### src/hdl/slrt_pkg.sv
// ----------------------------------------------------------------------------
// slrt_pkg
// Types, constants and binary64 helpers for the step-length ratio test.
// ----------------------------------------------------------------------------
package slrt_pkg;

    localparam int MantW = 53;
    localparam int ExpW  = 13;

    localparam logic [63:0] SIGN_MASK = 64'h8000_0000_0000_0000;
    localparam logic [62:0] INF_MAG   = 63'h7FF0_0000_0000_0000;
    localparam logic [63:0] MINUS_ONE = 64'hBFF0_0000_0000_0000;
    localparam logic [63:0] QNAN      = 64'h7FF8_0000_0000_0000;
    localparam logic [63:0] DFLT_NAN  = 64'hFFF8_0000_0000_0000;

    typedef struct packed {
        logic [63:0] multiplier;
        logic [63:0] multiplier_step;
        logic [63:0] slack;
        logic [63:0] slack_step;
        logic        last_element;
    } item_t;

    typedef struct packed {
        logic [63:0] step_primal;
        logic [63:0] step_dual;
        logic [63:0] step_common;
    } result_t;

    typedef enum logic [1:0] {
        OP_NORM,
        OP_MUL,
        OP_DIV
    } iter_op_t;

    typedef struct packed {
        logic     start;
        iter_op_t op;
    } iter_cmd_t;

    typedef struct packed {
        logic busy;
        logic done;
    } iter_sts_t;

    function automatic logic is_nan(input logic [63:0] x);
        return (x[62:52] == 11'h7FF) && (x[51:0] != 52'd0);
    endfunction

    function automatic logic is_inf(input logic [63:0] x);
        return x[62:0] == INF_MAG;
    endfunction

    function automatic logic is_zero(input logic [63:0] x);
        return x[62:0] == 63'd0;
    endfunction

    // Significand with the hidden bit, not yet normalized for subnormals.
    function automatic logic [MantW-1:0] unpack_mant(input logic [63:0] x);
        return {(x[62:52] != 11'd0), x[51:0]};
    endfunction

    function automatic logic signed [ExpW-1:0] unpack_exp(input logic [63:0] x);
        logic signed [ExpW-1:0] e;
        if (x[62:52] == 11'd0)
        begin
            e = -13'sd1022;
        end
        else
        begin
            e = $signed({2'b00, x[62:52]}) - 13'sd1023;
        end
        return e;
    endfunction

    // a > b in IEEE order; false on NaN, zeros of either sign compare equal.
    function automatic logic fp_gt(input logic [63:0] a, input logic [63:0] b);
        logic r;
        if (is_nan(a) || is_nan(b))
        begin
            r = 1'b0;
        end
        else if (is_zero(a) && is_zero(b))
        begin
            r = 1'b0;
        end
        else if (a[63] != b[63])
        begin
            r = b[63];
        end
        else if (!a[63])
        begin
            r = a[62:0] > b[62:0];
        end
        else
        begin
            r = a[62:0] < b[62:0];
        end
        return r;
    endfunction

    // Round to nearest even and pack. n[55] is the leading one,
    // value = n / 2^55 * 2^e.
    function automatic logic [63:0] round_pack(input logic sgn,
                                               input logic signed [ExpW-1:0] e,
                                               input logic [55:0] n,
                                               input logic sticky);
        logic signed [13:0] be;
        logic signed [13:0] sh;
        logic [55:0]        sn;
        logic [56:0]        mask;
        logic               st;
        logic [10:0]        ef;
        logic               inc;
        logic [62:0]        body;
        logic [63:0]        r;
        be   = 14'(e) + 14'sd1023;
        sh   = 14'sd1 - be;
        sn   = n;
        st   = sticky;
        ef   = 11'd0;
        mask = 57'd0;
        if (be >= 14'sd2047)
        begin
            r = {sgn, INF_MAG};
        end
        else
        begin
            if (be <= 14'sd0)
            begin
                if (sh >= 14'sd57)
                begin
                    sn = 56'd0;
                    st = sticky | (|n);
                end
                else
                begin
                    mask = (57'd1 << sh[5:0]) - 57'd1;
                    sn   = n >> sh[5:0];
                    st   = sticky | (|({1'b0, n} & mask));
                end
            end
            else
            begin
                ef = be[10:0];
            end
            inc  = sn[2] & (sn[1] | sn[0] | st | sn[3]);
            body = {ef, sn[54:3]} + 63'(inc);
            r    = {sgn, body};
        end
        return r;
    endfunction

endpackage

### src/hdl/slrt_stream_if.sv
// ----------------------------------------------------------------------------
// slrt_stream_if
// Valid/ready channel carrying one word of a given payload type.
// ----------------------------------------------------------------------------
interface slrt_stream_if #(
    parameter type payload_t = logic
);
    logic     valid;
    logic     ready;
    payload_t data;

    modport source (output valid, output data, input ready);
    modport sink   (input valid, input data, output ready);
endinterface

### src/hdl/ipm_step_length_ratio_test_unit.sv
// ----------------------------------------------------------------------------
// ipm_step_length_ratio_test_unit
// Fraction-to-boundary ratio test on binary64 dual and primal bounds.
// ----------------------------------------------------------------------------
// Channel item carries one constraint word: multiplier, its step, slack,
// its step and a last flag. Channel result carries the negated primal bound,
// the negated dual bound and the negated larger of the two.
// Each word runs through the dual lane, then the primal lane, on one shared
// bit-serial unit that normalizes operands, multiplies and divides as each
// lane needs. item.ready is high only between words.
// On a last word the result is loaded into an output register and both
// bounds return to -1.0; the next word is taken while that result waits.
// If a previous result is still held the block waits for it to be taken.
// Reset sets both bounds to -1.0 and empties the output register.
// ----------------------------------------------------------------------------
module ipm_step_length_ratio_test_unit (
    input  logic                 clk,
    input  logic                 rst_n,
    slrt_stream_if.sink          item,
    slrt_stream_if.source        result
);
    import slrt_pkg::*;

    typedef enum logic [9:0] {
        ST_IDLE   = 10'b00_0000_0001,
        ST_CLASS  = 10'b00_0000_0010,
        ST_NORM_B = 10'b00_0000_0100,
        ST_NORM_S = 10'b00_0000_1000,
        ST_MUL    = 10'b00_0001_0000,
        ST_CMP    = 10'b00_0010_0000,
        ST_NORM_V = 10'b00_0100_0000,
        ST_NORM_D = 10'b00_1000_0000,
        ST_DIV    = 10'b01_0000_0000,
        ST_NEXT   = 10'b10_0000_0000
    } state_t;

    state_t      state_reg, state_next;
    logic        lane_reg, lane_next;
    logic [63:0] bdual_reg, bdual_next;
    logic [63:0] bprim_reg, bprim_next;
    item_t       item_reg, item_next;
    logic [52:0] mb_reg, mb_next;
    logic signed [ExpW-1:0] eb_reg, eb_next;
    logic signed [ExpW-1:0] es_reg, es_next;
    logic [52:0] mv_reg, mv_next;
    logic signed [ExpW-1:0] ev_reg, ev_next;
    logic [63:0] p_reg, p_next;
    logic        res_valid_reg, res_valid_next;
    result_t     res_reg, res_next;

    iter_cmd_t   cmd;
    iter_sts_t   sts;
    logic [52:0] opa, opb;
    logic [105:0] acc;
    logic        rem_nz;
    logic [5:0]  cnt;

    logic [63:0] cur_b, cur_s, cur_v, new_bound;
    logic        bound_wr;
    logic signed [ExpW-1:0] cnt_s;
    logic signed [ExpW-1:0] pe, qe;
    logic [55:0] pn, qn;
    logic        pst, qst;
    logic        psgn, qsgn;
    logic [63:0] pick;

    slrt_iter_unit u_iter (
        .clk    (clk),
        .rst_n  (rst_n),
        .cmd    (cmd),
        .opa    (opa),
        .opb    (opb),
        .sts    (sts),
        .acc    (acc),
        .rem_nz (rem_nz),
        .cnt    (cnt)
    );

    assign cur_b = lane_reg ? bprim_reg : bdual_reg;
    assign cur_s = lane_reg ? item_reg.slack_step : item_reg.multiplier_step;
    assign cur_v = lane_reg ? item_reg.slack : item_reg.multiplier;
    assign cnt_s = $signed({7'd0, cnt});
    assign psgn  = cur_b[63] ^ cur_s[63];
    assign qsgn  = cur_v[63] ^ cur_s[63];

    // align product and quotient to a leading one at bit 55
    always_comb
    begin
        if (acc[105])
        begin
            pe  = eb_reg + es_reg + 13'sd1;
            pn  = acc[105:50];
            pst = |acc[49:0];
        end
        else
        begin
            pe  = eb_reg + es_reg;
            pn  = acc[104:49];
            pst = |acc[48:0];
        end
        if (acc[56])
        begin
            qe  = ev_reg - es_reg;
            qn  = acc[56:1];
            qst = rem_nz | acc[0];
        end
        else
        begin
            qe  = ev_reg - es_reg - 13'sd1;
            qn  = acc[55:0];
            qst = rem_nz;
        end
    end

    assign pick = fp_gt(bprim_reg, bdual_reg) ? bprim_reg : bdual_reg;

    always_comb
    begin
        state_next     = state_reg;
        lane_next      = lane_reg;
        item_next      = item_reg;
        mb_next        = mb_reg;
        eb_next        = eb_reg;
        es_next        = es_reg;
        mv_next        = mv_reg;
        ev_next        = ev_reg;
        p_next         = p_reg;
        res_next       = res_reg;
        res_valid_next = res_valid_reg & ~result.ready;
        bound_wr       = 1'b0;
        new_bound      = cur_b;
        bdual_next     = bdual_reg;
        bprim_next     = bprim_reg;
        cmd.start      = 1'b0;
        cmd.op         = OP_NORM;
        opa            = unpack_mant(cur_b);
        opb            = 53'd0;

        unique case (state_reg)
            ST_IDLE:
            begin
                if (item.valid)
                begin
                    item_next  = item.data;
                    lane_next  = 1'b0;
                    state_next = ST_CLASS;
                end
            end
            ST_CLASS:
            begin
                if (is_nan(cur_b) || is_nan(cur_s) || (is_inf(cur_b) && is_zero(cur_s))
                    || (is_zero(cur_b) && is_inf(cur_s)))
                begin
                    p_next     = QNAN;
                    state_next = ST_CMP;
                end
                else if (is_inf(cur_b) || is_inf(cur_s))
                begin
                    p_next     = {psgn, INF_MAG};
                    state_next = ST_CMP;
                end
                else if (is_zero(cur_b) || is_zero(cur_s))
                begin
                    p_next     = {psgn, 63'd0};
                    state_next = ST_CMP;
                end
                else
                begin
                    cmd.start  = 1'b1;
                    state_next = ST_NORM_B;
                end
            end
            ST_NORM_B:
            begin
                if (sts.done)
                begin
                    mb_next    = acc[52:0];
                    eb_next    = unpack_exp(cur_b) - cnt_s;
                    cmd.start  = 1'b1;
                    opa        = unpack_mant(cur_s);
                    state_next = ST_NORM_S;
                end
            end
            ST_NORM_S:
            begin
                if (sts.done)
                begin
                    es_next    = unpack_exp(cur_s) - cnt_s;
                    cmd.start  = 1'b1;
                    cmd.op     = OP_MUL;
                    opa        = mb_reg;
                    opb        = acc[52:0];
                    state_next = ST_MUL;
                end
            end
            ST_MUL:
            begin
                if (sts.done)
                begin
                    p_next     = round_pack(psgn, pe, pn, pst);
                    state_next = ST_CMP;
                end
            end
            ST_CMP:
            begin
                if (!fp_gt(p_reg, cur_v))
                begin
                    state_next = ST_NEXT;
                end
                else if (is_zero(cur_s))
                begin
                    bound_wr   = 1'b1;
                    new_bound  = {qsgn, INF_MAG};
                    state_next = ST_NEXT;
                end
                else if (is_inf(cur_v) && is_inf(cur_s))
                begin
                    bound_wr   = 1'b1;
                    new_bound  = DFLT_NAN;
                    state_next = ST_NEXT;
                end
                else if (is_inf(cur_v))
                begin
                    bound_wr   = 1'b1;
                    new_bound  = {qsgn, INF_MAG};
                    state_next = ST_NEXT;
                end
                else if (is_zero(cur_v) || is_inf(cur_s))
                begin
                    bound_wr   = 1'b1;
                    new_bound  = {qsgn, 63'd0};
                    state_next = ST_NEXT;
                end
                else
                begin
                    cmd.start  = 1'b1;
                    opa        = unpack_mant(cur_v);
                    state_next = ST_NORM_V;
                end
            end
            ST_NORM_V:
            begin
                if (sts.done)
                begin
                    mv_next    = acc[52:0];
                    ev_next    = unpack_exp(cur_v) - cnt_s;
                    cmd.start  = 1'b1;
                    opa        = unpack_mant(cur_s);
                    state_next = ST_NORM_D;
                end
            end
            ST_NORM_D:
            begin
                if (sts.done)
                begin
                    es_next    = unpack_exp(cur_s) - cnt_s;
                    cmd.start  = 1'b1;
                    cmd.op     = OP_DIV;
                    opa        = mv_reg;
                    opb        = acc[52:0];
                    state_next = ST_DIV;
                end
            end
            ST_DIV:
            begin
                if (sts.done)
                begin
                    bound_wr   = 1'b1;
                    new_bound  = round_pack(qsgn, qe, qn, qst);
                    state_next = ST_NEXT;
                end
            end
            ST_NEXT:
            begin
                if (!lane_reg)
                begin
                    lane_next  = 1'b1;
                    state_next = ST_CLASS;
                end
                else if (!item_reg.last_element)
                begin
                    state_next = ST_IDLE;
                end
                else if (!res_valid_reg || result.ready)
                begin
                    // emit the word and restart both bounds
                    res_next.step_primal = bprim_reg ^ SIGN_MASK;
                    res_next.step_dual   = bdual_reg ^ SIGN_MASK;
                    res_next.step_common = pick ^ SIGN_MASK;
                    res_valid_next       = 1'b1;
                    bdual_next           = MINUS_ONE;
                    bprim_next           = MINUS_ONE;
                    state_next           = ST_IDLE;
                end
            end
            default:
            begin
                state_next = ST_IDLE;
            end
        endcase

        if (bound_wr)
        begin
            if (lane_reg)
            begin
                bprim_next = new_bound;
            end
            else
            begin
                bdual_next = new_bound;
            end
        end
    end

    always_ff @(posedge clk or negedge rst_n)
    begin
        if (!rst_n)
        begin
            state_reg     <= ST_IDLE;
            lane_reg      <= 1'b0;
            bdual_reg     <= MINUS_ONE;
            bprim_reg     <= MINUS_ONE;
            res_valid_reg <= 1'b0;
        end
        else
        begin
            state_reg     <= state_next;
            lane_reg      <= lane_next;
            bdual_reg     <= bdual_next;
            bprim_reg     <= bprim_next;
            res_valid_reg <= res_valid_next;
        end
    end

    always_ff @(posedge clk)
    begin
        item_reg <= item_next;
        mb_reg   <= mb_next;
        eb_reg   <= eb_next;
        es_reg   <= es_next;
        mv_reg   <= mv_next;
        ev_reg   <= ev_next;
        p_reg    <= p_next;
        res_reg  <= res_next;
    end

    assign item.ready   = (state_reg == ST_IDLE);
    assign result.valid = res_valid_reg;
    assign result.data  = res_reg;

endmodule

### src/hdl/slrt_iter_unit.sv
// ----------------------------------------------------------------------------
// slrt_iter_unit
// Shared one-bit-per-cycle significand unit: normalize, multiply, divide.
// ----------------------------------------------------------------------------
module slrt_iter_unit (
    input  logic                clk,
    input  logic                rst_n,
    input  slrt_pkg::iter_cmd_t cmd,
    input  logic [52:0]         opa,
    input  logic [52:0]         opb,
    output slrt_pkg::iter_sts_t sts,
    output logic [105:0]        acc,
    output logic                rem_nz,
    output logic [5:0]          cnt
);
    import slrt_pkg::*;

    logic        busy_reg, busy_next;
    logic        done_reg, done_next;
    iter_op_t    op_reg;
    logic [105:0] acc_reg, acc_next;
    logic [52:0] b_reg;
    logic [53:0] rem_reg, rem_next;
    logic [5:0]  cnt_reg, cnt_next;

    logic [53:0] sum;
    logic        qbit;
    logic [53:0] rdiff;

    always_comb
    begin
        busy_next = busy_reg;
        done_next = 1'b0;
        acc_next  = acc_reg;
        rem_next  = rem_reg;
        cnt_next  = cnt_reg;
        sum       = {1'b0, acc_reg[105:53]} + (acc_reg[0] ? {1'b0, b_reg} : 54'd0);
        qbit      = rem_reg >= {1'b0, b_reg};
        rdiff     = qbit ? (rem_reg - {1'b0, b_reg}) : rem_reg;
        if (busy_reg)
        begin
            case (op_reg)
                OP_MUL:
                begin
                    acc_next = {sum, acc_reg[52:1]};
                    cnt_next = cnt_reg + 6'd1;
                    if (cnt_reg == 6'd52)
                    begin
                        busy_next = 1'b0;
                        done_next = 1'b1;
                    end
                end
                OP_DIV:
                begin
                    acc_next = {49'd0, acc_reg[55:0], qbit};
                    rem_next = {rdiff[52:0], 1'b0};
                    cnt_next = cnt_reg + 6'd1;
                    if (cnt_reg == 6'd56)
                    begin
                        busy_next = 1'b0;
                        done_next = 1'b1;
                    end
                end
                default:
                begin
                    // shift until the leading one reaches the top
                    if (acc_reg[52] || cnt_reg == 6'd52)
                    begin
                        busy_next = 1'b0;
                        done_next = 1'b1;
                    end
                    else
                    begin
                        acc_next = {53'd0, acc_reg[51:0], 1'b0};
                        cnt_next = cnt_reg + 6'd1;
                    end
                end
            endcase
        end
        else if (cmd.start)
        begin
            busy_next = 1'b1;
            cnt_next  = 6'd0;
            rem_next  = {1'b0, opa};
            acc_next  = (cmd.op == OP_DIV) ? 106'd0 : {53'd0, opa};
        end
    end

    always_ff @(posedge clk or negedge rst_n)
    begin
        if (!rst_n)
        begin
            busy_reg <= 1'b0;
            done_reg <= 1'b0;
        end
        else
        begin
            busy_reg <= busy_next;
            done_reg <= done_next;
        end
    end

    always_ff @(posedge clk)
    begin
        acc_reg <= acc_next;
        rem_reg <= rem_next;
        cnt_reg <= cnt_next;
        if (!busy_reg && cmd.start)
        begin
            op_reg <= cmd.op;
            b_reg  <= opb;
        end
    end

    assign sts.busy = busy_reg;
    assign sts.done = done_reg;
    assign acc      = acc_reg;
    assign rem_nz   = |rem_reg;
    assign cnt      = cnt_reg;

endmodule

### src/flat_wrapper.sv
// flat-port wrapper written by rule: the top's interface ports become plain ports
module ipm_step_length_ratio_test_unit_flat import slrt_pkg::*;
  (clk, rst_n, item_valid, item_data, item_ready, result_valid, result_data, result_ready);
  slrt_stream_if item_i ();
  slrt_stream_if result_i ();
  input  logic clk;
  input  logic rst_n;
  input wire logic [$bits(item_i.valid)-1:0] item_valid;
  input wire logic [$bits(item_i.data)-1:0] item_data;
  output wire logic [$bits(item_i.ready)-1:0] item_ready;
  output wire logic [$bits(result_i.valid)-1:0] result_valid;
  output wire logic [$bits(result_i.data)-1:0] result_data;
  input wire logic [$bits(result_i.ready)-1:0] result_ready;
  assign item_i.valid = item_valid;
  assign item_i.data = item_data;
  assign item_ready = item_i.ready;
  assign result_valid = result_i.valid;
  assign result_data = result_i.data;
  assign result_i.ready = result_ready;
  ipm_step_length_ratio_test_unit u_core (.clk(clk), .rst_n(rst_n), .item(item_i), .result(result_i));
endmodule
### config.mk
export PLATFORM = sky130hd
export DESIGN_NAME = ipm_step_length_ratio_test_unit_flat
export DESIGN_NICKNAME = d
export VERILOG_FILES = /design/src/hdl/slrt_pkg.sv /design/src/hdl/slrt_stream_if.sv /design/src/hdl/ipm_step_length_ratio_test_unit.sv /design/src/hdl/slrt_iter_unit.sv /design/src/flat_wrapper.sv
export SDC_FILE = /design/constraint.sdc
export NUM_CORES = 1
export LEC_CHECK = 0
export BUFFER_PORTS_ARGS = -buffer_cell sky130_fd_sc_hd__buf_4
export CORE_UTILIZATION = 40
export DETAILED_ROUTE_END_ITERATION = 6
export PLACE_DENSITY_LB_ADDON = 0.15
export SETUP_SLACK_MARGIN = 0.4
export SLEW_MARGIN = 20
export SYNTH_ARGS = -nofsm -noshare
export SYNTH_HDL_FRONTEND = slang
export SYNTH_SLANG_ARGS = --single-unit
export TNS_END_PERCENT = 1
### constraint.sdc
create_clock -name clk -period 2.9 [get_ports clk]
set_input_delay 0.145 -clock clk [delete_from_list [all_inputs] [get_ports clk]]
set_output_delay 0.145 -clock clk [all_outputs]
set_load 0.01 [all_outputs]
=== After elaboration in Yosys (flattened, before gate mapping) ===
Cells that the tools add are included.

* Register bits after elaboration: 574
* Latch bits: 0
* Bits in writable memories: 0
* Memory bits (read-only): 0
* Input port bits: 5
* Output and inout port bits: 3
* Logic and storage cells: 278
* Memories kept: 0

* Add/sub/neg operators: 20
* Multipliers: 0
* Divide/modulo/power cells: 0
* Magnitude comparators: 10
* Eq/ne operators: 32
* Shifts and indexed selects: 4
* Muxes and demuxes: 128
* Bitwise gates (word level): 17
* Reductions and logical operators: 47

{| class="wikitable"
|+ Operators by type and width
! kind !! count
|-
| $mux W64 || 17
|-
| $mux W55 || 10
|-
| $mux W106 || 3
|-
| $mux W53 || 6
|-
| $pmux W64 S2 || 2
|-
| $pmux W106 S2 || 1
|-
| $reduce_bool A52 Y1 || 4
|-
| $logic_not A63 Y1 || 3
|-
| $mux W63 || 3
|-
| $mux W54 || 3
|-
| $pmux W53 S3 || 1
|-
| $mux W13 || 11
|-
| $add A63 B1 Y63 || 2
|-
| $and A56 B57 Y57 || 2
|-
| $reduce_or A57 Y1 || 2
|-
| $shl A1 B6 Y57 const A || 2
|-
| $sub A57 B1 Y57 const B || 2
|-
| $mux W56 || 2
|-
| $reduce_or A56 Y1 || 2
|-
| $shr A56 B6 Y55 || 2
|-
| $mux W10 || 10
|-
| $pmux W10 S10 || 1
|-
| $mux W11 || 8
|-
| $eq A63 B63 Y1 const B || 1
|-
| 62 further kinds || 158
|}

=== Longest topological paths before layout ===
Gate-level depths: netlist of the first run.

* Word-level depth: 24
* Mapped depth: 10

=== Worst setup path after synthesis of the first run ===
OpenSTA, ideal clock, no wires.

* Path kind: register to register
* Start: register u_core.bdual_reg[54]
* End: register u_core.res_reg (netlist bit u_core.result.data) (data pin)
* Setup time: 260 ps
* Arrival: 2,392 ps
* Required time: 2,640 ps
* Setup slack: 248 ps
* Stages on the path, launching flop included: 11
* Path buffers: 0
* Cells stage by stage: dfstp_2 -> inv_1 -> ha_1 -> nand4_1 -> or3_4 -> nor3_4 -> nand3_2 -> a21o_1 -> and2_1 -> o221ai_2 -> mux2_4

* Longest elaborated chain between the ends: 6
* Elaborated cells on any way between the ends: 12
* Classes of those cells: order compare: 2; eq/ne: 1; mux: 5; reduce/logical: 4

{| class="wikitable"
|+ Ends and longest elaborated chain
! element !! line !! source
|-
| start, declared || ipm_step_length_ratio_test_unit.sv:39 || <nowiki>logic [63:0] bdual_reg, bdual_next;</nowiki>
|-
| start signal, assigned || ipm_step_length_ratio_test_unit.sv:329 || <nowiki>bdual_reg <= bdual_next;</nowiki>
|-
| $gt A63 B63 Y1 or $lt A63 B63 Y1 (tied branches) || slrt_pkg.sv:93, slrt_pkg.sv:97 ||
|-
| $mux W1 || slrt_pkg.sv:91 || <nowiki>else if (!a[63])</nowiki>
|-
| $mux W1 || slrt_pkg.sv:87 || <nowiki>else if (a[63] != b[63])</nowiki>
|-
| $mux W1 || slrt_pkg.sv:83 || <nowiki>else if (is_zero(a) && is_zero(b))</nowiki>
|-
| $mux W1 * || slrt_pkg.sv:79 || <nowiki>if (is_nan(a) || is_nan(b))</nowiki>
|-
| $mux W1 * || ipm_step_length_ratio_test_unit.sv:115 || <nowiki>assign pick = fp_gt(bprim_reg, bdual_reg) ? bprim_reg : bdual_reg;</nowiki>
|-
| net u_core.pick[0] || ipm_step_length_ratio_test_unit.sv:65 || <nowiki>logic [63:0] pick;</nowiki>
|-
| end signal, assigned || ipm_step_length_ratio_test_unit.sv:344 || <nowiki>res_reg <= res_next;</nowiki>
|-
| end, declared || ipm_step_length_ratio_test_unit.sv:49 || <nowiki>result_t res_reg, res_next;</nowiki>
|}

The timed path passes the listed nets; every way through them passes the cells marked *.
A chain may end at the register's enable or synchronous reset.

=== Worst setup path after layout of the first run ===
* Start: register u_core.bdual_reg[61]
* End: register u_core.res_reg (netlist bit u_core.result.data) (data pin)

Same word-level chain as after synthesis.

==> out/summary.md, run 1 <==
Along the worst path, the maximum fanout reaches 3. Synthesis instantiated 48 different standard cells from the library. The core outline area came out at 0.0159 sq mm. The total of buffers placed on input and output ports was 7. The filler-free cell count of the finished design is 874.

Tracing the worst setup path back leads to its startpoint at u_core.bdual_reg[61]. The run finished with clean final reports. Register area: 0.00353 sq mm. For this run, the top clock speed supported by timing is 366 MHz.

Summing over every cut layer, the via total after detailed routing is 4,524. Cell internal power was estimated by the tool at 3.73 mW. For met3 alone, demand over resource in global routing was 4.43%. The logs give 0 for the count of antenna diodes in the layout and 0.00788 sq mm for the post-route cell area. During synthesis, Yosys emitted a total of 0 warnings. Summing the areas of all fa, ha and maj instances in the mapped netlist gives 12.0% of the synthesized area. The endpoint class of the critical path is a register. Detailed placement finished with a half-perimeter wire length of 9.87 mm. For this design the ratio of total power to cell area is 604 mW/mm^2. Counting flops with a built-in enable in the synthesized netlist gives 5. The clock tree synthesis step divided the H-tree into 4 levels. The headroom to the max-slew limit was 45.5%. Registers are responsible for 43.2% of the overall power. For this run, the share of the core covered by cells in the final layout is 49.4%.

The compound-gate portion of the synthesized area was 6.66%. The pin count of the biggest net entering global routing came out at 79. The fraction of the yosys area taken by sequential cells came out at 53.7%. The switching power summed over all nets was 1.03 mW; the cell count after placement was 830.

The cell area that synthesis handed to floorplanning was 0.00657 sq mm. The clock net in this run drives a total of 139 sinks. The synthesized design spends more area on one cell type than any other, namely sky130_fd_sc_hd__dfrtp_1. The violation count after the first detailed-routing iteration is 184, and the synthesized instance count is 616.

Dividing the final minimum period by the clock period gives 94.2%. STA classifies the critical path startpoint as a register. The final count of pins violating max slew was 0. The congestion estimate from routability-driven global placement came to 0.811.

Total power of the final layout: 4.76 mW. The path class of the tightest hold or removal check is in -> reg. Die span in y: 130 um. The share of flip-flops with an asynchronous set or reset is 96.4%, and the combinational fraction of design power is 6.6%.

After synthesis, the cell types taking the most area are sky130_fd_sc_hd__dfrtp_1 42%, sky130_fd_sc_hd__ha_1 12%, sky130_fd_sc_hd__dfstp_2 9.2%. Final count of hold timing violations: 0. Setup repair after global routing could not meet its margin everywhere.

For the worst setup path, the data required time is 3060 ps. Number of global-route vias before repair: 4,711. Critical setup path kind: reg -> reg. The net count after synthesis is 684, and the critical path arrival is 2900 ps. The area of the multi-input gates came out at 0.00291 sq mm. For this configuration, the core starts out at a cell density of 41.2%.

The synthesized netlist devotes 0.133% of its cell area to XOR and XNOR gates. The clock tree buffer depth was 2; the post-synthesis share of cell area spent on and, or, nand and nor gates was 22.0%. The area of placed instances was 0.00695 sq mm; the sum of negative setup slack was 0 ps.

After synthesis, the largest family of logic cells by area is simple AND/OR/NAND/NOR gates. In this run the most used layer during global routing was met2. The worst hold path begins at item_valid. The filler cells instantiated in the layout total 1,445.

Row generation in the floorplan step produced 46 rows. The remaining antenna violation count was 0; the routing usage on met1 was 25.8%. The first global-routing pass estimated 24.2 mm of wire. Area added between synthesis and finish: 19.9%. The post-synthesis sequential element count works out to 139. The net count of the finished layout is 713. For the number of maximum-capacitance violations, the log shows 0. The net switching share of the total power was 21.7%. The clock transition at the registers of the reported paths is 60 ps, and the number of search-and-repair iterations in the first detailed-routing pass is 4. Counting I/O delays and the setup requirement, the final critical path takes 2730 ps. The all-layer global routing usage was 19.0%. In this run the critical register-to-register path is launched from u_core.bdual_reg[61]. The clock insertion delay at the later pin of the skew report is 410 ps, and the wire length reported by the detailed router is 14.3 mm. The fraction of post-synthesis cell area in the top cell type by area is 42.3%, and the setup clock skew after layout is 5.76 ps. In the routed design, unresolved DRC markers number 0.

The logs give 50.3% for the relative contribution of the clock network to total power and 17 for the clock buffer count from CTS. Setup violations remaining at the end of the flow were counted as 0. The run gives 0 as the number of antenna violations at the first check in global routing. At the pin with the least slew margin, the transition time is 814 ps. The most used flip-flop cell after synthesis is sky130_fd_sc_hd__dfrtp_1. After synthesis, the share of cell area in mux cells is 0.381%. The share of cells above drive strength 1 was 18.7%. The leakage power came out at 3.74 nW.

For the area of the die, the log shows 0.0170 sq mm. After detailed routing, the average wire length per cell comes to 16.3 um. TritonCTS built the clock tree. The die is 130 um wide. The run gives 30.3% as the met2 track utilization from global routing. In this run the clock root is driven by a sky130_fd_sc_hd__clkbuf_16. For this run the aggregate overflow at the end of global routing stands at 0. The number of primary I/O pins is 8, and the largest voltage drop on the vdd net is 0.397 mV. In this run the mean area of a mapped cell was 10.7 sq um.

The average via count per standard cell came out at 5.18.
[cell type report]
type | instances | share of cell area, %
Clock buffer | 20 | 5.94
Sequential cell | 139 | 44.8
Tap cell | 216 | 3.43
Clock inverter | 12 | 2.43
Timing Repair Buffer | 30 | 3.13
Inverter | 69 | 3.29
Multi-Input combinational cell | 388 | 37.0
[path summary, 6_finish.rpt]
| path | endpoint | cells past startpoint | slack [ps] |
|---|---|---|---|
| min | u_core.state_reg[0] | 3 | 30 |
| max in group asynchronous | u_core.bdual_reg[56] | 3 | 1780 |
| max | u_core.result.data | 10 | 170 |
| max reg2reg | u_core.result.data | 10 | 170 |
| min reg2reg | u_core.bdual_reg[58] | 2 | 500 |
| min in group asynchronous | u_core.bdual_reg[22] | 2 | 330 |
[cell families (layout without fill, tap and decap cells)]
logic type,after synthesis,after routing
flops,139,139
simple gates,253,253
mux,2,2
xor+xnor,1,1
compound gates,69,69
fa+ha+maj,63,63
buf+inv,89,131
[routing by layer]
layer,up-vias,routed length (um)
met4,0,133
li1,2223,-
met3,9,401
met5,-,0
met2,58,6790
met1,2234,6940
[synth_stat cells, types with 2 or more instances]
cell	count
sky130_fd_sc_hd__buf_1	2
sky130_fd_sc_hd__and2_1	55
sky130_fd_sc_hd__a31oi_1	2
sky130_fd_sc_hd__inv_2	2
sky130_fd_sc_hd__nand4_1	21
sky130_fd_sc_hd__inv_1	67
sky130_fd_sc_hd__a21oi_1	29
sky130_fd_sc_hd__nor3_1	57
sky130_fd_sc_hd__nor2b_1	3
sky130_fd_sc_hd__nand3_1	11
sky130_fd_sc_hd__nand2b_1	13
sky130_fd_sc_hd__nor2_1	15
sky130_fd_sc_hd__nand4_2	2
sky130_fd_sc_hd__nor4_1	36
sky130_fd_sc_hd__nand2_1	30
sky130_fd_sc_hd__o21ai_0	12
sky130_fd_sc_hd__nor4b_1	3
sky130_fd_sc_hd__a211oi_1	2
sky130_fd_sc_hd__a21o_1	7
sky130_fd_sc_hd__edfxtp_1	5
sky130_fd_sc_hd__a211o_1	2
sky130_fd_sc_hd__dfstp_2	23
sky130_fd_sc_hd__o21bai_1	2
sky130_fd_sc_hd__ha_1	63
sky130_fd_sc_hd__o21ai_1	2
sky130_fd_sc_hd__clkbuf_1	18
sky130_fd_sc_hd__dfrtp_1	111
[cell usage in the layout, fill, tap and decap left out, drive strengths merged, types with 13 or more instances in the layout]
| cell type | n |
|---|---|
| nor3 | 58 |
| ha | 63 |
| dfrtp | 111 |
| dfstp | 23 |
| o21ai | 14 |
| buf | 28 |
| and2 | 55 |
| a21oi | 29 |
| nor2 | 15 |
| nand4 | 24 |
| nand2b | 13 |
| inv | 69 |
| nand2 | 30 |
| nor4 | 37 |
| clkbuf | 20 |
[what timing repair did]
item,in CTS,in global routing
gates resized for setup,21,7
hold endpoints to repair,69,0
setup endpoints to repair,1,1
pin swaps,13,7
setup buffers,8,2
hold buffers,2,0
[critical path, cell delays in order (launching register included)]
cell	delay, ps
sky130_fd_sc_hd__dfstp_2	530
sky130_fd_sc_hd__inv_2	60
sky130_fd_sc_hd__ha_4	270
sky130_fd_sc_hd__nand4_1	170
sky130_fd_sc_hd__nor4_4	320
sky130_fd_sc_hd__nand4_1	200
sky130_fd_sc_hd__a32oi_2	230
sky130_fd_sc_hd__a211oi_2	60
sky130_fd_sc_hd__and2_1	160
sky130_fd_sc_hd__o221ai_2	180
sky130_fd_sc_hd__mux2_4	310
[power by group through the flow]
stage                     logic [mW]  registers [mW]  clock network [mW]
after CTS                      0.315            2.06                2.45
final                          0.312            2.06                2.39
after detailed placement       0.293            2.09                   0
after global placement         0.288            2.09                   0
after floorplan                0.193            2.07                   0
after global routing           0.348            2.06                2.54
[stage by stage]
step | hold WS [ps] | setup slack, ps
after floorplan | -151 | 266
after global placement | 223 | -115
after detailed placement | 231 | -125
after CTS | 12.2 | 137
after global routing | 33.9 | 21.3
final | 28.0 | 167
No activity file was read; power rests on OpenSTA's default activity.
==> run 2, diff against run 1 <==
--- a/config.mk
+++ b/config.mk
@@ -6,6 +6,8 @@
 export NUM_CORES = 1
 export LEC_CHECK = 0
 export BUFFER_PORTS_ARGS = -buffer_cell sky130_fd_sc_hd__buf_4
+export CELL_PAD_IN_SITES_DETAIL_PLACEMENT = 2
+export CELL_PAD_IN_SITES_GLOBAL_PLACEMENT = 2
 export CORE_UTILIZATION = 40
 export DETAILED_ROUTE_END_ITERATION = 6
 export PLACE_DENSITY_LB_ADDON = 0.15
==> out/summary.md, run 2 (synthesized netlist as in run 1, its figures left out) <==
The flow ran to the end, but the final reports show violations. The checks that failed: setup timing. The final count of pins violating max slew was 0 (unchanged). TritonCTS built the clock tree. The final count of hold timing violations was 0 (unchanged); the number of search-and-repair iterations in the first detailed-routing pass was 4 (unchanged). The core outline area was 0.0159 sq mm (unchanged); the routed length per instance was 22.2 um (+36%). The clock tree buffer depth came out at 2 (unchanged). The logs give 0 (unchanged) for the DRC violation count after routing and 4 (unchanged) for the number of levels in the clock H-tree. First-pass GRT wire length: 31.6 mm (+30%). The final period utilization is 100% (+6.2 points).

The tools report the total number of vias as 4,787 (+5.8%). The endpoint class of the critical path is a register. Relative to the synthesized area, the layout overhead comes to 19.8%.

The run gives 46.5 ps (+18.4 ps) as the final hold slack. The cell depth of the worst hold path came out at 3 (unchanged). The violation count after the first detailed-routing iteration is 148 (-20%). The total of buffers placed on input and output ports came out at 7 (unchanged).

The startpoint identified for the worst register-to-register timing path is u_core.bprim_reg[41]. The clock transition at the registers of the reported paths was 60 ps (about the same); the effective utilization at floorplan was 41.2% (unchanged). The run gives 3090 ps (+190 ps) as the critical path arrival. The clock insertion delay at the later pin of the skew report was 430 ps (+20 ps); the post-DP HPWL was 12.6 mm (+28%).

The critical setup path kind is reg -> reg. The required time of the critical path was 3080 ps (+20 ps); the total number of nets in the final design was 715 (+0.28%). Number of primary I/O pins: 8 (unchanged). The minimum setup slack among reg-to-reg paths is -10 ps (-180 ps), and the number of maximum-capacitance violations is 0 (unchanged).

The setup clock skew after layout came out at 8.29 ps (+2.52 ps). The share of cells above drive strength 1 was 17.7% (-0.97 points); the weighted congestion at the end of routability-driven global placement was 0.781 (-3.6%). Setup repair after global routing could not meet its margin everywhere. Leaving out fill and tap cells, the most frequent cells in the layout are 111 x sky130_fd_sc_hd__dfrtp_1, 64 x sky130_fd_sc_hd__inv_1, 57 x sky130_fd_sc_hd__nor3_1. The total of endpoints with negative setup slack in the final report is 1 (+1). The post-layout worst setup margin came out at -12.2 ps (-180 ps). The total power per unit cell area was 618 mW/mm^2 (+2.2%); the wire length reported by the detailed router was 19.4 mm (+36%).

The number of global-route vias before repair is 5,548 (+18%). The leakage power is 3.77 nW (+0.92%). The die span in y was 130 um (unchanged); the headroom to the max-slew limit was 45.3% (-0.17 points). The number of antenna violations at the first check in global routing was 0 (unchanged); the maximum fanout count along the critical path was 3 (unchanged).

The largest voltage drop on the vdd net came out at 0.410 mV (+3.5%). The clock buffer count from CTS was 17 (unchanged); the all-layer global routing usage was 25.4% (+6.4 points). The depth of the worst register-to-register path is 9 (-1), and the cell count after placement is 833 (+0.36%). The clock sink count is 139 (unchanged). In this run the critical register-to-register path is captured at u_core.result.data. The run gives 0.0170 sq mm (unchanged) as the area of the die.

In this run the worst hold path is classified as in -> reg. The site row count was 46 (unchanged); the minimum clock period was 2910 ps (+180 ps). The worst hold path begins at item_valid. The pin slew with the least headroom to its limit is 820 ps (+5.49 ps), and the average via count per standard cell is 5.46 (+5.6%).

The overflow left after global routing is 0 (unchanged). The worst hold path terminates at u_core.state_reg[0]. The pin count of the biggest net entering global routing is 81 (+2.5%).

In this run the clock root is driven by a sky130_fd_sc_hd__clkbuf_16. The filler-free cell count of the finished design was 876 (+0.23%). Count of antenna diodes in the layout: 0 (unchanged). For the remaining antenna violation count, the log shows 0 (unchanged). Die span in x: 130 um (unchanged).

For the timing-limited maximum frequency, the log shows 343 MHz (-6.2%). The library cell used most frequently in the layout, excluding fill and tap cells, is sky130_fd_sc_hd__dfrtp_1. STA classifies the critical path startpoint as a register.
[run 2: changes by cell type in the layout (fill, tap and decap cells not counted), sizes merged]
cell and delta:
clkinvlp -1, bufinv -1, inv +2, buf +2
[run 2: critical path: stages (launching register included)]
cell and delay (ps):
sky130_fd_sc_hd__dfrtp_1 450, sky130_fd_sc_hd__ha_1 350, sky130_fd_sc_hd__nand4_1 210, sky130_fd_sc_hd__nor3_1 110
sky130_fd_sc_hd__a221o_1 320, sky130_fd_sc_hd__a211o_1 290, sky130_fd_sc_hd__a211oi_2 310, sky130_fd_sc_hd__and2_4 220
sky130_fd_sc_hd__o221ai_4 100, sky130_fd_sc_hd__mux2_4 310
[run 2: area by class of cell]
class	count	area, sq um
flip-flops and latches	139	3530
clock buffers	20	478
multi-input cells	388	2900
repair buffers	32	249
inverters	69	259
fillers	1609	8070
clock inverters	12	184
well taps	216	270
[run 2: stage by stage]
stage               cell area [sq um]  setup TNS, ps  setup slack, ps  utilization (%)  power [mW]
global route                     7870           -125             -125             49.4        5.04
detailed placement               6960           -283             -283             43.6        2.40
CTS                              7840          -19.1            -19.1             49.2        4.89
global placement                 6960          -31.0            -31.0             43.6        2.38
floorplan                        6570              0              266                -        2.26
finish                           7870          -12.2            -12.2             49.4        4.86
[run 2: routing by layer]
metal | GRT usage [%] | share of wire [%]
met1 | 30.8 | 44
met2 | 45.2 | 53
met3 | 5.21 | 1.9
met4 | 7.59 | 1.5
met5 | 0 | 0
[run 2: report_power, final]
group | switching (mW) | internal, mW | leakage [nW]
combinational | 0.209 | 0.151 | 1.62
sequential | 0.0592 | 2.01 | 1.83
clock | 0.891 | 1.54 | 0.318
total | 1.16 | 3.70 | 3.77
[run 2: what timing repair did]
action | CTS | global route
endpoints found under the setup margin | 1 | 1
pin swaps | 11 | 6
hold buffers | 2 | 0
cloned | 0 | 0
endpoints found under the hold margin | 55 | 0
setup buffers | 7 | 2
gates resized for setup | 19 | 2
[run 2: worst max-delay path by stage]
stage	from	cells past startpoint	end	slack [ps]
4_1_cts	u_core.bdual_reg[53]	10	u_core.result.data	-20
5_1_grt	u_core.bdual_reg[61]	10	u_core.result.data	-130
6_report	u_core.bprim_reg[41]	9	u_core.result.data	-10
2_1_floorplan	u_core.bdual_reg[54]	10	u_core.result.data	270
3_3_place_gp	u_core.bdual_reg[59]	10	u_core.result.data	-30
3_5_place_dp	u_core.bdual_reg[59]	10	u_core.result.data	-280
==> run 3, diff against run 2 <==
--- a/config.mk
+++ b/config.mk
@@ -8,10 +8,11 @@
 export BUFFER_PORTS_ARGS = -buffer_cell sky130_fd_sc_hd__buf_4
 export CELL_PAD_IN_SITES_DETAIL_PLACEMENT = 2
 export CELL_PAD_IN_SITES_GLOBAL_PLACEMENT = 2
-export CORE_UTILIZATION = 40
+export CORE_UTILIZATION = 42
 export DETAILED_ROUTE_END_ITERATION = 6
 export PLACE_DENSITY_LB_ADDON = 0.15
 export SETUP_SLACK_MARGIN = 0.4
+export SKIP_LAST_GASP = 1
 export SLEW_MARGIN = 20
 export SYNTH_ARGS = -nofsm -noshare
 export SYNTH_HDL_FRONTEND = slang
==> out/summary.md, run 3 (synthesized netlist as in run 1, its figures left out) <==
The run finished with clean final reports. The post-layout worst setup margin came out at 61.6 ps (+73.8 ps). Setup repair after global routing could not meet its margin everywhere. In this run the critical register-to-register path is captured at u_core.result.data. The tools report the total of endpoints with negative setup slack in the final report as 0 (-1). Required time of the critical path: 3080 ps (about the same). The core outline area was 0.0153 sq mm (-4.3%). The violation count after the first detailed-routing iteration is 200 (+35%), and the total power per unit cell area is 576 mW/mm^2 (-6.7%). The logs give 430 ps (about the same) for the clock insertion delay at the later pin of the skew report and 19.7 mm (+1.6%) for the wire length reported by the detailed router.

The routed length per instance is 22.6 um (+2.2%). STA classifies the critical path endpoint as a register. The maximum fanout count along the critical path is 2 (-1), and the clock buffer count from CTS is 17 (unchanged). Post-route cell area: 0.00780 sq mm (-0.94%).

The commonest non-fill, non-tap cell in the layout was sky130_fd_sc_hd__dfrtp_1. The number of fill cells was 1,469 (-8.7%); the minimum clock period was 2840 ps (-73.8 ps). The root buffer cell was sky130_fd_sc_hd__clkbuf_16. In this run the worst setup path terminates at u_core.result.data.

The critical path arrival came out at 3020 ps (-70 ps). The total number of nets in the final design was 715 (unchanged). The critical setup path kind was reg -> reg. The run gives 43.1% (+1.8 points) as the effective utilization at floorplan. The final period utilization was 97.9% (-2.5 points); the pin slew with the least headroom to its limit was 836 ps (+15.8 ps). The area of the multi-input gates was 0.00291 sq mm (+0.30%). The tools report the final count of hold timing violations as 0 (unchanged). The tools report the weighted congestion at the end of routability-driven global placement as 0.810 (+3.7%). The share of cells above drive strength 1 was 18.5% (+0.76 points). The number of search-and-repair iterations in the first detailed-routing pass is 4 (unchanged), and the die span in x is 127 um (-2.4%). The clock tree buffer depth came out at 2 (unchanged). The total number of vias is 4,899 (+2.3%), and the number of maximum-capacitance violations is 0 (unchanged). The tools report the number of primary I/O pins as 8 (unchanged). The logs give 0 (unchanged) for the DRC violation count after routing and 0.00353 sq mm (unchanged) for the register area. The signal on the critical path passes through inv_2 -> ha_4 -> nand4_1 -> or3_4 -> nand2b_1 -> a31oi_2 -> a211oi_2 -> and2_4 -> o221ai_4 -> mux2_4. The area growth from synthesis to layout is 18.6%. TritonCTS built the clock tree.

The die span in y was 127 um (-2.4%); the worst stage delay on the critical path was 550 ps (+100 ps). The first-pass GRT wire length was 31.5 mm (-0.31%). The path category of the worst min-delay check was in -> reg. The site row count is 45 (-2.2%). Critical path's slowest cell: sky130_fd_sc_hd__dfstp_2.

The leakage power is 3.73 nW (-1.3%), and the area of the die is 0.0162 sq mm (-4.7%). In this run the critical register-to-register path is launched from u_core.bdual_reg[53]. The largest voltage drop on the vdd net was 0.428 mV (+4.2%); the overflow left after global routing was 0 (unchanged). The top cell types in the final layout, fill and taps aside, are 111 x sky130_fd_sc_hd__dfrtp_1, 60 x sky130_fd_sc_hd__inv_1, 57 x sky130_fd_sc_hd__nor3_1.

The tools report the clock sink count as 139 (unchanged). The logs give 352 MHz (+2.6%) for the timing-limited maximum frequency and 0.00696 sq mm (about the same) for the area of placed instances. STA classifies the critical path startpoint as a register. The depth of the worst register-to-register path is 10 (+1), and the minimum setup slack after placement is -8.84 ps (+274 ps). The run gives 44.1% (-1.3 points) as the headroom to the max-slew limit. The logs give 10.4 ps (+2.10 ps) for the setup clock skew after layout and 26.3% (+0.87 points) for the all-layer global routing usage. The number of levels in the clock H-tree was 4 (unchanged). The run gives 5,722 (+3.1%) as the number of global-route vias before repair. The average via count per standard cell is 5.62 (+2.9%), and the pin count of the biggest net entering global routing is 73 (-9.9%).

The post-DP HPWL came out at 13.1 mm (+4.2%). The clock transition at the registers of the reported paths is 60 ps (about the same). The final count of pins violating max slew is 0 (unchanged), and the count of antenna diodes in the layout is 0 (unchanged). For the number of antenna violations at the first check in global routing, the log shows 0 (unchanged). The logs give 0 (unchanged) for the remaining antenna violation count and 60 ps (+70 ps) for the minimum setup slack among reg-to-reg paths. Tracing the worst setup path back leads to its startpoint at u_core.bdual_reg[53]. The total of buffers placed on input and output ports was 7 (unchanged).
## run 3: cell count changes in the layout (fill, tap and decap cells not counted), sizes merged
cell,before,now
bufinv,4,1
clkinv,4,6
inv,71,69
clkinvlp,2,1
clkbuf,20,24
## run 3: worst min path at each step
| stage | depth (start not counted) | end | slack, ps | start |
|---|---|---|---|---|
| finish | 3 | u_core.state_reg[0] | 20 | item_valid |
| global route | 3 | u_core.state_reg[0] | 40 | item_valid |
| CTS | 3 | u_core.state_reg[0] | 9 | item_valid |
| detailed placement | 1 | u_core.bdual_reg[38] | 180 | rst_n |
| global placement | 1 | u_core.bdual_reg[39] | 180 | rst_n |
| floorplan | 0 | u_core.bdual_reg[0] | -150 | rst_n |
## run 3: layout make-up
type | count | share of cell area, %
flip-flops and latches | 139 | 45.3
clock inverters | 8 | 0.866
repair buffers | 32 | 3.51
inverters | 69 | 3.32
clock buffers | 24 | 6.32
multi-input cells | 388 | 37.3
well taps | 211 | 3.39
## run 3: per-stage QoR
step / hold slack [ps] / power (mW) / setup TNS, ps / instances / utilization [%]
5_1_grt: 37.6 / 4.63 / -21.4 / 871 / 51.1
3_3_place_gp: 177 / 2.37 / 0 / 826 / 45.6
2_1_floorplan: -151 / 2.26 / 0 / 616 / -
6_report: 20.2 / 4.49 / 0 / 871 / 51.1
4_1_cts: 9.05 / 4.50 / 0 / 866 / 50.6
3_5_place_dp: 176 / 2.40 / -8.84 / 826 / 45.6
## run 3: layer usage
layer | vias to the layer above | global-route usage [%] | share of wire [%]
li1 | 2215 | - | -
met1 | 2585 | 31.9 | 44
met2 | 67 | 45.9 | 52
met3 | 32 | 4.82 | 2.0
met4 | 0 | 11.3 | 1.9
met5 | - | 0 | 0
## run 3: where the power goes
group	internal, mW	switching, mW
Clock	1.27	0.822
Sequential	2.01	0.0561
Combinational	0.136	0.205
## run 3: worst max-delay path, delay by kind of cell (launching register included)
kind                     cells  cell delay [ps]
AND/OR/NAND/NOR              4              930
flip-flops                   1              550
adder cells (fa/ha/maj)      1              260
multiplexers                 1              310
buffers and inverters        1               50
AO/OA/AOI/OAI                3              480
## run 3: timing repair
| item | CTS | global route |
|---|---|---|
| endpoints found under the hold margin | 58 | 0 |
| setup endpoints to repair | 1 | 1 |
| hold buffers | 2 | 0 |
| buffers inserted | 6 | 5 |
| resized for setup | 19 | 8 |
| pin swaps | 8 | 12 |
